==> src/rtl/mexp_pkg.sv <==
// Package for the modular exponentiation core: constants, controller states and command types.
`timescale 1ns / 1ps

package mexp_pkg;

  // Width of every field on the channels.
  localparam int FIELD_BITS = 32;

  // Default datapath width.
  localparam int DEFAULT_WORD_BITS = 32;

  // Modulus held after reset.
  localparam logic [FIELD_BITS-1:0] MODULUS_RESET = 32'd364875103;

  // Controller states.
  typedef enum logic [2:0] {
    ST_IDLE,
    ST_REDUCE,
    ST_BIT,
    ST_MUL_RS,
    ST_MUL_SS,
    ST_DONE
  } state_t;

  // Commands from the controller to the datapath.
  typedef struct packed {
    logic load;      // take a new word, set up the base reduction
    logic red_step;  // one step of the base reduction
    logic red_last;  // last reduction step, its result becomes the square
    logic mul_step;  // one shift-and-add step of a modular product
    logic wr_res;    // product done, it becomes the running result
    logic wr_sq;     // product done, it becomes the new square
    logic start_rs;  // set up the product result times square
    logic start_ss;  // set up the product square times square
    logic exp_shift; // move on to the next exponent bit
    logic emit;      // move the result into the output register
  } cmd_t;

  // Status from the datapath to the controller.
  typedef struct packed {
    logic mod_small; // modulus below two
    logic exp_bit;   // current exponent bit
    logic exp_zero;  // no set exponent bits remain
    logic out_stall; // output register full and not being taken
  } status_t;

endpackage

==> src/rtl/mexp_if.sv <==
// Channel interfaces of the modular exponentiation core.
`timescale 1ns / 1ps

interface mexp_in_if;
  import mexp_pkg::*;
  logic                  valid;
  logic                  ready;
  logic [FIELD_BITS-1:0] base;
  logic [FIELD_BITS-1:0] exponent;
  modport source (output valid, output base, output exponent, input ready);
  modport sink (input valid, input base, input exponent, output ready);
endinterface

interface mexp_out_if;
  import mexp_pkg::*;
  logic                  valid;
  logic                  ready;
  logic [FIELD_BITS-1:0] power_result;
  modport source (output valid, output power_result, input ready);
  modport sink (input valid, input power_result, output ready);
endinterface

interface mexp_cfg_if;
  import mexp_pkg::*;
  logic                  valid;
  logic                  ready;
  logic [FIELD_BITS-1:0] data;
  modport source (output valid, output data, input ready);
  modport sink (input valid, input data, output ready);
endinterface

==> src/rtl/mexp_datapath.sv <==
// Datapath of the modular exponentiation core: residues, shift-and-add unit, output register.
`timescale 1ns / 1ps

module mexp_datapath import mexp_pkg::*; #(
  parameter int WORD_BITS = DEFAULT_WORD_BITS
) (
  input  logic                 clk,
  input  logic                 rst,
  input  cmd_t                 cmd,
  output status_t              status,
  input  logic [WORD_BITS-1:0] mod_w,
  input  logic [WORD_BITS-1:0] base_w,
  input  logic [WORD_BITS-1:0] exp_w,
  input  logic                 out_ready,
  output logic                 out_valid,
  output logic [WORD_BITS-1:0] out_word
);

  logic [WORD_BITS-1:0] res;
  logic [WORD_BITS-1:0] sq;
  logic [WORD_BITS-1:0] acc;
  logic [WORD_BITS-1:0] addend;
  logic [WORD_BITS-1:0] mulb;
  logic [WORD_BITS-1:0] expo;

  logic [WORD_BITS:0]   mod_x;
  logic [WORD_BITS:0]   sum;
  logic [WORD_BITS:0]   dbl;
  logic [WORD_BITS:0]   rem;
  logic [WORD_BITS-1:0] acc_mul_next;
  logic [WORD_BITS-1:0] addend_next;
  logic [WORD_BITS-1:0] acc_red_next;
  logic                 mod_small;

  assign mod_x     = {1'b0, mod_w};
  assign mod_small = (mod_w[WORD_BITS-1:1] == '0);

  // Shift-and-add step: both sums stay below twice the modulus, so one
  // conditional subtraction brings each back into range.
  always_comb begin
    sum = {1'b0, acc} + {1'b0, addend};
    if (sum >= mod_x) begin
      sum = sum - mod_x;
    end
    acc_mul_next = mulb[0] ? sum[WORD_BITS-1:0] : acc;
    dbl = {addend, 1'b0};
    if (dbl >= mod_x) begin
      dbl = dbl - mod_x;
    end
    addend_next = dbl[WORD_BITS-1:0];
  end

  // Restoring reduction of the base, one base bit per step from the top.
  always_comb begin
    rem = {acc, mulb[WORD_BITS-1]};
    if (rem >= mod_x) begin
      rem = rem - mod_x;
    end
    acc_red_next = rem[WORD_BITS-1:0];
  end

  always_ff @(posedge clk) begin
    if (cmd.load) begin
      res  <= mod_small ? '0 : {{(WORD_BITS-1){1'b0}}, 1'b1};
      acc  <= '0;
      mulb <= base_w;
      expo <= exp_w;
    end
    if (cmd.red_step) begin
      acc  <= acc_red_next;
      mulb <= {mulb[WORD_BITS-2:0], 1'b0};
    end
    if (cmd.red_last) begin
      sq <= acc_red_next;
    end
    if (cmd.mul_step) begin
      acc    <= acc_mul_next;
      addend <= addend_next;
      mulb   <= {1'b0, mulb[WORD_BITS-1:1]};
    end
    if (cmd.wr_res) begin
      res <= acc_mul_next;
    end
    if (cmd.wr_sq) begin
      sq <= acc_mul_next;
    end
    if (cmd.exp_shift) begin
      expo <= {1'b0, expo[WORD_BITS-1:1]};
    end
    if (cmd.start_rs) begin
      acc    <= '0;
      addend <= res;
      mulb   <= sq;
    end else if (cmd.start_ss) begin
      acc    <= '0;
      addend <= sq;
      mulb   <= sq;
    end
    if (cmd.emit) begin
      out_word <= res;
    end
  end

  always_ff @(posedge clk) begin
    if (rst) begin
      out_valid <= 1'b0;
    end else if (cmd.emit) begin
      out_valid <= 1'b1;
    end else if (out_ready) begin
      out_valid <= 1'b0;
    end
  end

  assign status.mod_small = mod_small;
  assign status.exp_bit   = expo[0];
  assign status.exp_zero  = (expo == '0);
  assign status.out_stall = out_valid && !out_ready;

endmodule

==> src/rtl/mexp_controller.sv <==
// Controller of the modular exponentiation core: sequencing state machine and step counter.
`timescale 1ns / 1ps

module mexp_controller import mexp_pkg::*; #(
  parameter int WORD_BITS = DEFAULT_WORD_BITS
) (
  input  logic    clk,
  input  logic    rst,
  input  logic    in_valid,
  output logic    in_ready,
  input  status_t status,
  output cmd_t    cmd
);

  localparam int CNT_W = $clog2(WORD_BITS);

  state_t           state;
  state_t           state_next;
  logic [CNT_W-1:0] count;
  logic [CNT_W-1:0] count_next;
  logic             count_last;

  assign count_last = (count == CNT_W'(WORD_BITS - 1));

  always_ff @(posedge clk) begin
    if (rst) begin
      state <= ST_IDLE;
      count <= '0;
    end else begin
      state <= state_next;
      count <= count_next;
    end
  end

  // Step counter runs only inside the reduction and the products.
  always_comb begin
    unique case (state)
      ST_REDUCE, ST_MUL_RS, ST_MUL_SS: count_next = count_last ? '0 : count + 1'b1;
      default:                         count_next = '0;
    endcase
  end

  always_comb begin
    state_next = state;
    unique case (state)
      ST_IDLE: begin
        if (in_valid) begin
          state_next = status.mod_small ? ST_DONE : ST_REDUCE;
        end
      end
      ST_REDUCE: begin
        if (count_last) begin
          state_next = ST_BIT;
        end
      end
      ST_BIT: begin
        priority if (status.exp_zero) begin
          state_next = ST_DONE;
        end else if (status.exp_bit) begin
          state_next = ST_MUL_RS;
        end else begin
          state_next = ST_MUL_SS;
        end
      end
      ST_MUL_RS: begin
        if (count_last) begin
          state_next = ST_MUL_SS;
        end
      end
      ST_MUL_SS: begin
        if (count_last) begin
          state_next = ST_BIT;
        end
      end
      ST_DONE: begin
        if (!status.out_stall) begin
          state_next = ST_IDLE;
        end
      end
      default: state_next = ST_IDLE;
    endcase
  end

  always_comb begin
    cmd      = '0;
    in_ready = 1'b0;
    unique case (state)
      ST_IDLE: begin
        in_ready = 1'b1;
        cmd.load = in_valid;
      end
      ST_REDUCE: begin
        cmd.red_step = 1'b1;
        cmd.red_last = count_last;
      end
      ST_BIT: begin
        if (!status.exp_zero) begin
          cmd.start_rs = status.exp_bit;
          cmd.start_ss = !status.exp_bit;
        end
      end
      ST_MUL_RS: begin
        cmd.mul_step = 1'b1;
        cmd.wr_res   = count_last;
        cmd.start_ss = count_last;
      end
      ST_MUL_SS: begin
        cmd.mul_step  = 1'b1;
        cmd.wr_sq     = count_last;
        cmd.exp_shift = count_last;
      end
      ST_DONE: begin
        cmd.emit = !status.out_stall;
      end
      default: begin
        cmd = '0;
      end
    endcase
  end

endmodule

==> src/rtl/modular_exponentiation_core.sv <==
// Top level of the modular exponentiation core: channels, modulus register, checks.
`timescale 1ns / 1ps

// Computes base to the power exponent modulo the configured modulus, by
// right-to-left square-and-multiply with shift-and-add modular products.
// Channels: operands carries one word of base and exponent, result carries
// one word of power_result for each operand word, in order. modulus_cfg
// writes the modulus; it is always ready and must only be used while the
// core is idle with no result outstanding.
// Sequence: the word is taken and the base is reduced, then for each
// exponent bit up to the highest set one there is a decision state, a
// multiply when the bit is set and a squaring; a last decision ends the
// loop and the output register is loaded. A modulus below two skips all
// work and gives zero.
// The time is set by the single shift-and-add unit, one multiplier bit a cycle.
// One word is worked on at a time; operands is ready only while the
// controller is idle. The result sits in an output register, so a stalled
// receiver does not stop the next operand word from being taken, but that
// word finishes only once the register is free again.
// Synchronous reset empties the output register, returns the controller to
// idle and sets the modulus to its reset value.

module modular_exponentiation_core import mexp_pkg::*; #(
  parameter int WORD_BITS = DEFAULT_WORD_BITS
) (
  input logic        clk,
  input logic        rst,
  mexp_in_if.sink    operands,
  mexp_out_if.source result,
  mexp_cfg_if.sink   modulus_cfg
);

  localparam int EXT_BITS = WORD_BITS + FIELD_BITS;

  logic [FIELD_BITS-1:0] modulus;
  logic [EXT_BITS-1:0]   mod_ext;
  logic [EXT_BITS-1:0]   base_ext;
  logic [EXT_BITS-1:0]   exp_ext;
  logic [EXT_BITS-1:0]   res_ext;
  logic [WORD_BITS-1:0]  mod_w;
  logic [WORD_BITS-1:0]  res_w;
  cmd_t                  cmd;
  status_t               status;

  // The modulus register takes a write whenever one is offered.
  assign modulus_cfg.ready = 1'b1;

  always_ff @(posedge clk) begin
    if (rst) begin
      modulus <= MODULUS_RESET;
    end else if (modulus_cfg.valid) begin
      modulus <= modulus_cfg.data;
    end
  end

  // Fields are cut or zero-extended to the datapath width.
  assign mod_ext  = {{WORD_BITS{1'b0}}, modulus};
  assign base_ext = {{WORD_BITS{1'b0}}, operands.base};
  assign exp_ext  = {{WORD_BITS{1'b0}}, operands.exponent};
  assign mod_w    = mod_ext[WORD_BITS-1:0];
  assign res_ext  = {{FIELD_BITS{1'b0}}, res_w};
  assign result.power_result = res_ext[FIELD_BITS-1:0];

  mexp_controller #(
    .WORD_BITS(WORD_BITS)
  ) u_ctrl (
    .clk      (clk),
    .rst      (rst),
    .in_valid (operands.valid),
    .in_ready (operands.ready),
    .status   (status),
    .cmd      (cmd)
  );

  mexp_datapath #(
    .WORD_BITS(WORD_BITS)
  ) u_dp (
    .clk       (clk),
    .rst       (rst),
    .cmd       (cmd),
    .status    (status),
    .mod_w     (mod_w),
    .base_w    (base_ext[WORD_BITS-1:0]),
    .exp_w     (exp_ext[WORD_BITS-1:0]),
    .out_ready (result.ready),
    .out_valid (result.valid),
    .out_word  (res_w)
  );

  // Once a word is taken the core is busy with it and not ready in the cycle after.
  a_busy_after_accept: assert property (@(posedge clk) disable iff (rst)
    operands.valid && operands.ready |=> !operands.ready)
    else $error("operand taken while the previous one is still in work");

  // Every result is a residue of the current modulus when the modulus is at least two.
  a_result_in_range: assert property (@(posedge clk) disable iff (rst)
    result.valid && (mod_w >= WORD_BITS'(2)) |-> (res_w < mod_w))
    else $error("result not reduced below the modulus");

  // A modulus below two always gives zero.
  a_small_modulus: assert property (@(posedge clk) disable iff (rst)
    result.valid && (mod_w < WORD_BITS'(2)) |-> (res_w == '0))
    else $error("nonzero result for a modulus below two");

endmodule
==> src/flat_wrapper.sv <==
// flat-port wrapper written by rule: the top's interface ports become plain ports
module modular_exponentiation_core_flat import mexp_pkg::*;
#(
  parameter int WORD_BITS = DEFAULT_WORD_BITS
)
  (clk, rst, operands_valid, operands_base, operands_exponent, operands_ready, result_valid, result_power_result, result_ready, modulus_cfg_valid, modulus_cfg_data, modulus_cfg_ready);
  mexp_in_if operands_i ();
  mexp_out_if result_i ();
  mexp_cfg_if modulus_cfg_i ();
  input logic clk;
  input logic rst;
  input wire logic [$bits(operands_i.valid)-1:0] operands_valid;
  input wire logic [$bits(operands_i.base)-1:0] operands_base;
  input wire logic [$bits(operands_i.exponent)-1:0] operands_exponent;
  output wire logic [$bits(operands_i.ready)-1:0] operands_ready;
  output wire logic [$bits(result_i.valid)-1:0] result_valid;
  output wire logic [$bits(result_i.power_result)-1:0] result_power_result;
  input wire logic [$bits(result_i.ready)-1:0] result_ready;
  input wire logic [$bits(modulus_cfg_i.valid)-1:0] modulus_cfg_valid;
  input wire logic [$bits(modulus_cfg_i.data)-1:0] modulus_cfg_data;
  output wire logic [$bits(modulus_cfg_i.ready)-1:0] modulus_cfg_ready;
  assign operands_i.valid = operands_valid;
  assign operands_i.base = operands_base;
  assign operands_i.exponent = operands_exponent;
  assign operands_ready = operands_i.ready;
  assign result_valid = result_i.valid;
  assign result_power_result = result_i.power_result;
  assign result_i.ready = result_ready;
  assign modulus_cfg_i.valid = modulus_cfg_valid;
  assign modulus_cfg_i.data = modulus_cfg_data;
  assign modulus_cfg_ready = modulus_cfg_i.ready;
  modular_exponentiation_core #(.WORD_BITS(WORD_BITS)) u_core (.clk(clk), .rst(rst), .operands(operands_i), .result(result_i), .modulus_cfg(modulus_cfg_i));
endmodule
==> config.mk <==
export PLATFORM = sky130hd
export DESIGN_NAME = modular_exponentiation_core_flat
export DESIGN_NICKNAME = d
export VERILOG_FILES = /design/src/rtl/mexp_pkg.sv /design/src/rtl/mexp_if.sv /design/src/rtl/mexp_datapath.sv /design/src/rtl/mexp_controller.sv /design/src/rtl/modular_exponentiation_core.sv /design/src/flat_wrapper.sv
export SDC_FILE = /design/constraint.sdc
export NUM_CORES = 1
export LEC_CHECK = 0
export BUFFER_PORTS_ARGS = -buffer_cell sky130_fd_sc_hd__buf_4
export CORE_AREA = 2 2 252 254
export CTS_CLUSTER_DIAMETER = 120
export DETAILED_ROUTE_END_ITERATION = 12
export DIE_AREA = 0 0 254 256
export GPL_ROUTABILITY_DRIVEN = 0
export GPL_TIMING_DRIVEN = 1
export MAX_ROUTING_LAYER = met4
export PLACE_DENSITY = 0.46
export SLEW_MARGIN = 25
export SYNTH_ARGS = -nofsm -noshare
export SYNTH_HDL_FRONTEND = slang
export SYNTH_SLANG_ARGS = --single-unit
export TNS_END_PERCENT = 30
==> constraint.sdc <==
create_clock -name clk -period 7.1 [get_ports clk]
set_input_delay 0.355 -clock clk [delete_from_list [all_inputs] [get_ports clk]]
set_output_delay 0.355 -clock clk [all_outputs]
set_load 0.02 [all_outputs]
==> run_results.csv <==
group,metric,value,unit
status,status,"complete, no violations",
layout,fillers,6393,
layout,areaGrowthSynthToFinish,14.79,%
detailed_routing,drtIter0Drc,2291,
detailed_routing,dr.pass1.iters,6,
layout,final_cell_mix,"nand2_1, a21oi_1, nor2_1, edfxtp_1, buf_4",
floorplanning,die_w,254,um
layout,nNetsFinal,2691,
setup_path,crit_type,"reg2reg",
clock_tree,path_clk_slew,0.06,ns
synth,yosysSeqAreaShare,35.32,%
grt,top_usage_layer,"met2",
timing,final_max_slew_viol_count,0,
detailed_routing,wl_per_cell,25.75,um
layout,multiInputGateArea,12380,um^2
clock_tree,cts_buffer_depth,3,
layout,drive_above_1_share,11.52,%
grt,grt_usage,26.61,%
placed_design,dpl.hpwl,66.37,mm
setup_path,crit_path_start_kind,"flop",
timing,fin_crit_sh,87.80,%
grt,grt_pass1_vias,18430,
detailed_routing,drcViolationCount,0,
timing,worst_pin_slew,1.174,ns
synth,synth_seq_cells,265,
synth,yosysTopAreaCell,"edfxtp_1",
setup_path,crit_fanout,15,
setup_path,critPathRequiredTime,7.50,ns
synth,syn_nets,2623,
detailed_routing,vias_per_cell,5.877,
layout,mostFrequentLayoutCell,"nand2_1",
synth,yosys_warnings,0,
clock_tree,cts.htree.levels,2,
setup_path,slowest_stage,"o31ai_1",
grt,grt_max_degree,64,
floorplanning,dieHeight,256,um
floorplanning,die-area,65020,um^2
floorplanning,rows,92,
grt,antenna_found_initial,2,
timing,fmax,0.1604,GHz
timing,fin_skew,0.02397,ns
synth,yosysTopAreaCellShare,28.07,%
clock_tree,clock-root-buffer,"clkbuf_16",
power_and_ir_drop,power.density,441.2,nW/um^2
grt,grt_pass1_wl,125.0,mm
placed_design,dp.cells,3257,
setup_path,worst-path-buf-inv,2,
synth,synthTopCellsByArea,"edfxtp_1, ha_1, dfxtp_1, nand2_1, a21oi_1",
clock_tree,cts_buffers,36,
setup_path,critPathMaxStageDelay,0.65,ns
setup_path,cp-end-kind,"flop",
run,maxCapViolations,0,
timing,min_period,6.234,ns
grt,grt_overflow,0,
synth,synthesis.area,20430,um^2
clock_tree,cts_tree,"built",
setup_path,critPathTopFamily,"compound AO/OA/AOI/OAI gates",
grt,grtUsageMet3,3.346,%
layout,final_util,37.60,%
floorplanning,pin_count,136,
timing,relSlewSlack,20.92,%
timing,rsz0062_at_grt,"false",
timing,tns,0,ns
clock_tree,post-cts-setup-buffers,0,
setup_path,arrival,6.63,ns
power_and_ir_drop,power.leakage,9.259,nW
setup_path,worstPathCellList,"ha_1 -> fa_1 -> a211oi_1 -> o21bai_1 -> o2111ai_1 -> o211ai_1 -> o41ai_1 -> xor2_1 -> inv_1 -> ha_1 -> and3_4 -> nand4_4 -> nor4_2 -> or3_1 -> a211o_1 -> nor4_4 -> buf_4 -> o31ai_1 -> nor2_1 -> o31ai_1",
floorplanning,initial_core_util,32.75,%
clock_tree,cts_sinks,265,
floorplanning,core,62390,um^2
min_path,hold_path.class,"in2reg",
placed_design,port_buffers,134,
synth,syn_inst,2388,
grt,use_met1,35.89,%
synth,synth_enable_flop_cells,191,
synth,avgSynthCellArea,8.557,um^2
synth,synth.distinct_cells,96,
timing,hold_viol_final,0,
power_and_ir_drop,ir_drop,0.2089,mV
grt,met2_usage,40.99,%
layout,fin_cells,3330,
detailed_routing,routed_wl,85.74,mm
power_and_ir_drop,power,10.35,mW
synth,ys.flop_type,"edfxtp_1",
detailed_routing,vias,19570,
timing,setup-violations-final,0,
layout,regArea,7217,um^2
synth,ys_async_sr_fraction,0,%
detailed_routing,ant_nets,0,
clock_tree,clock_latency,0.58,ns
[worst register-to-register path, delay by kind of cell (launching register included)]
kind | cells | cell delay [ns]
fa+ha+maj | 3 | 1.13
compound gates | 8 | 2.67
xor+xnor | 1 | 0.27
buf+inv | 2 | 0.31
simple gates | 6 | 1.26
flops | 1 | 0.44
[state kept, by name (all words and copies together) (netlist names), 32 cells and up]
signal	flops
u_core.mod_w	32
u_core.u_dp.acc	32
u_core.u_dp.addend	32
u_core.u_dp.expo	32
u_core.u_dp.mulb	32
u_core.u_dp.out_word	32
u_core.u_dp.res	32
u_core.u_dp.sq	32
[cell families (layout without fill, tap and decap cells)]
kind of cell,count (synthesis),in the layout,share of synthesized area (%)
other,1,3,0.01835
and+or+nand+nor,835,835,18.98
DFF,265,265,35.32
AOI/OAI and AO/OA,756,756,24.40
buffers and inverters,216,310,4.531
xor gates and xnor gates,93,93,3.986
adders and majority gates,134,134,8.352
muxes,88,88,4.415
[path summary, 6_finish.rpt]
| check | start | endpoint | slack (ns) | cells after the start |
|---|---|---|---|---|
| setup / recovery | u_core.u_dp.addend[0] | u_core.u_dp.sq[31] | 0.87 | 20 |
| hold / removal | modulus_cfg_data[16] | u_core.mod_w[16] | 0.02 | 3 |
| setup reg to reg | u_core.u_dp.addend[0] | u_core.u_dp.sq[31] | 0.87 | 20 |
| hold reg to reg | u_core.u_dp.res[3] | u_core.u_dp.out_word[3] | 0.44 | 0 |
[synth_stat cells (18+ instances only)]
| cell type | instances |
|---|---|
| and3_1 | 23 |
| nor2b_1 | 30 |
| a211o_1 | 18 |
| clkbuf_1 | 99 |
| nor3_1 | 47 |
| a21o_1 | 52 |
| ha_1 | 130 |
| inv_1 | 79 |
| buf_2 | 22 |
| nand2b_1 | 32 |
| nand3_1 | 69 |
| mux2i_1 | 71 |
| dfxtp_1 | 74 |
| xnor2_1 | 69 |
| a21oi_1 | 221 |
| o21a_1 | 27 |
| nor2_1 | 194 |
| o21ai_0 | 120 |
| xor2_1 | 24 |
| nor4_1 | 24 |
| o211ai_1 | 39 |
| a22oi_1 | 32 |
| nand2_1 | 326 |
| nand4_1 | 32 |
| a31oi_1 | 37 |
| edfxtp_1 | 191 |
| a211oi_1 | 26 |
| o21ai_1 | 29 |
[metal layers]
| metal | part of all wire [%] | vias to the layer above |
|---|---|---|
| met3 | 6.9 | 159 |
| li1 | - | 9021 |
| met1 | 44 | 9540 |
| met4 | 4.0 | 0 |
| met2 | 45 | 849 |
| met5 | 0 | - |
[cell type report]
class / count / share of cell area, %
Clock inverter: 21 / 1.216
Clock buffer: 43 / 3.952
Tap cell: 846 / 4.513
Sequential cell: 265 / 30.77
Antenna cell: 2 / 0.02134
Timing Repair Buffer: 167 / 5.494
Inverter: 79 / 1.264
Multi-Input combinational cell: 1907 / 52.77
[where the power goes]
| part | internal, mW | switching [mW] |
|---|---|---|
| Sequential | 1.98 | 0.265 |
| Combinational | 2.17 | 4.00 |
| Clock | 1.13 | 0.801 |
| Total | 5.28 | 5.06 |
[through the flow]
stage               area (um^2)  hold slack [ns]  setup WS, ns
finish                    23460          0.01652        0.8662
global route              23460         0.007274        0.6297
CTS                       23420        0.0008655         1.055
detailed placement        22150           0.4377         1.082
global placement          22150           0.4354         1.088
floorplan                 20430           0.4176         2.100
[what timing repair did]
item | 4_1_cts | 5_1_grt
gates resized for setup | 0 | 0
endpoints found under the hold margin | 6 | 0
hold buffers | 6 | 0
Note: power is estimated with default switching activity, not from simulation.
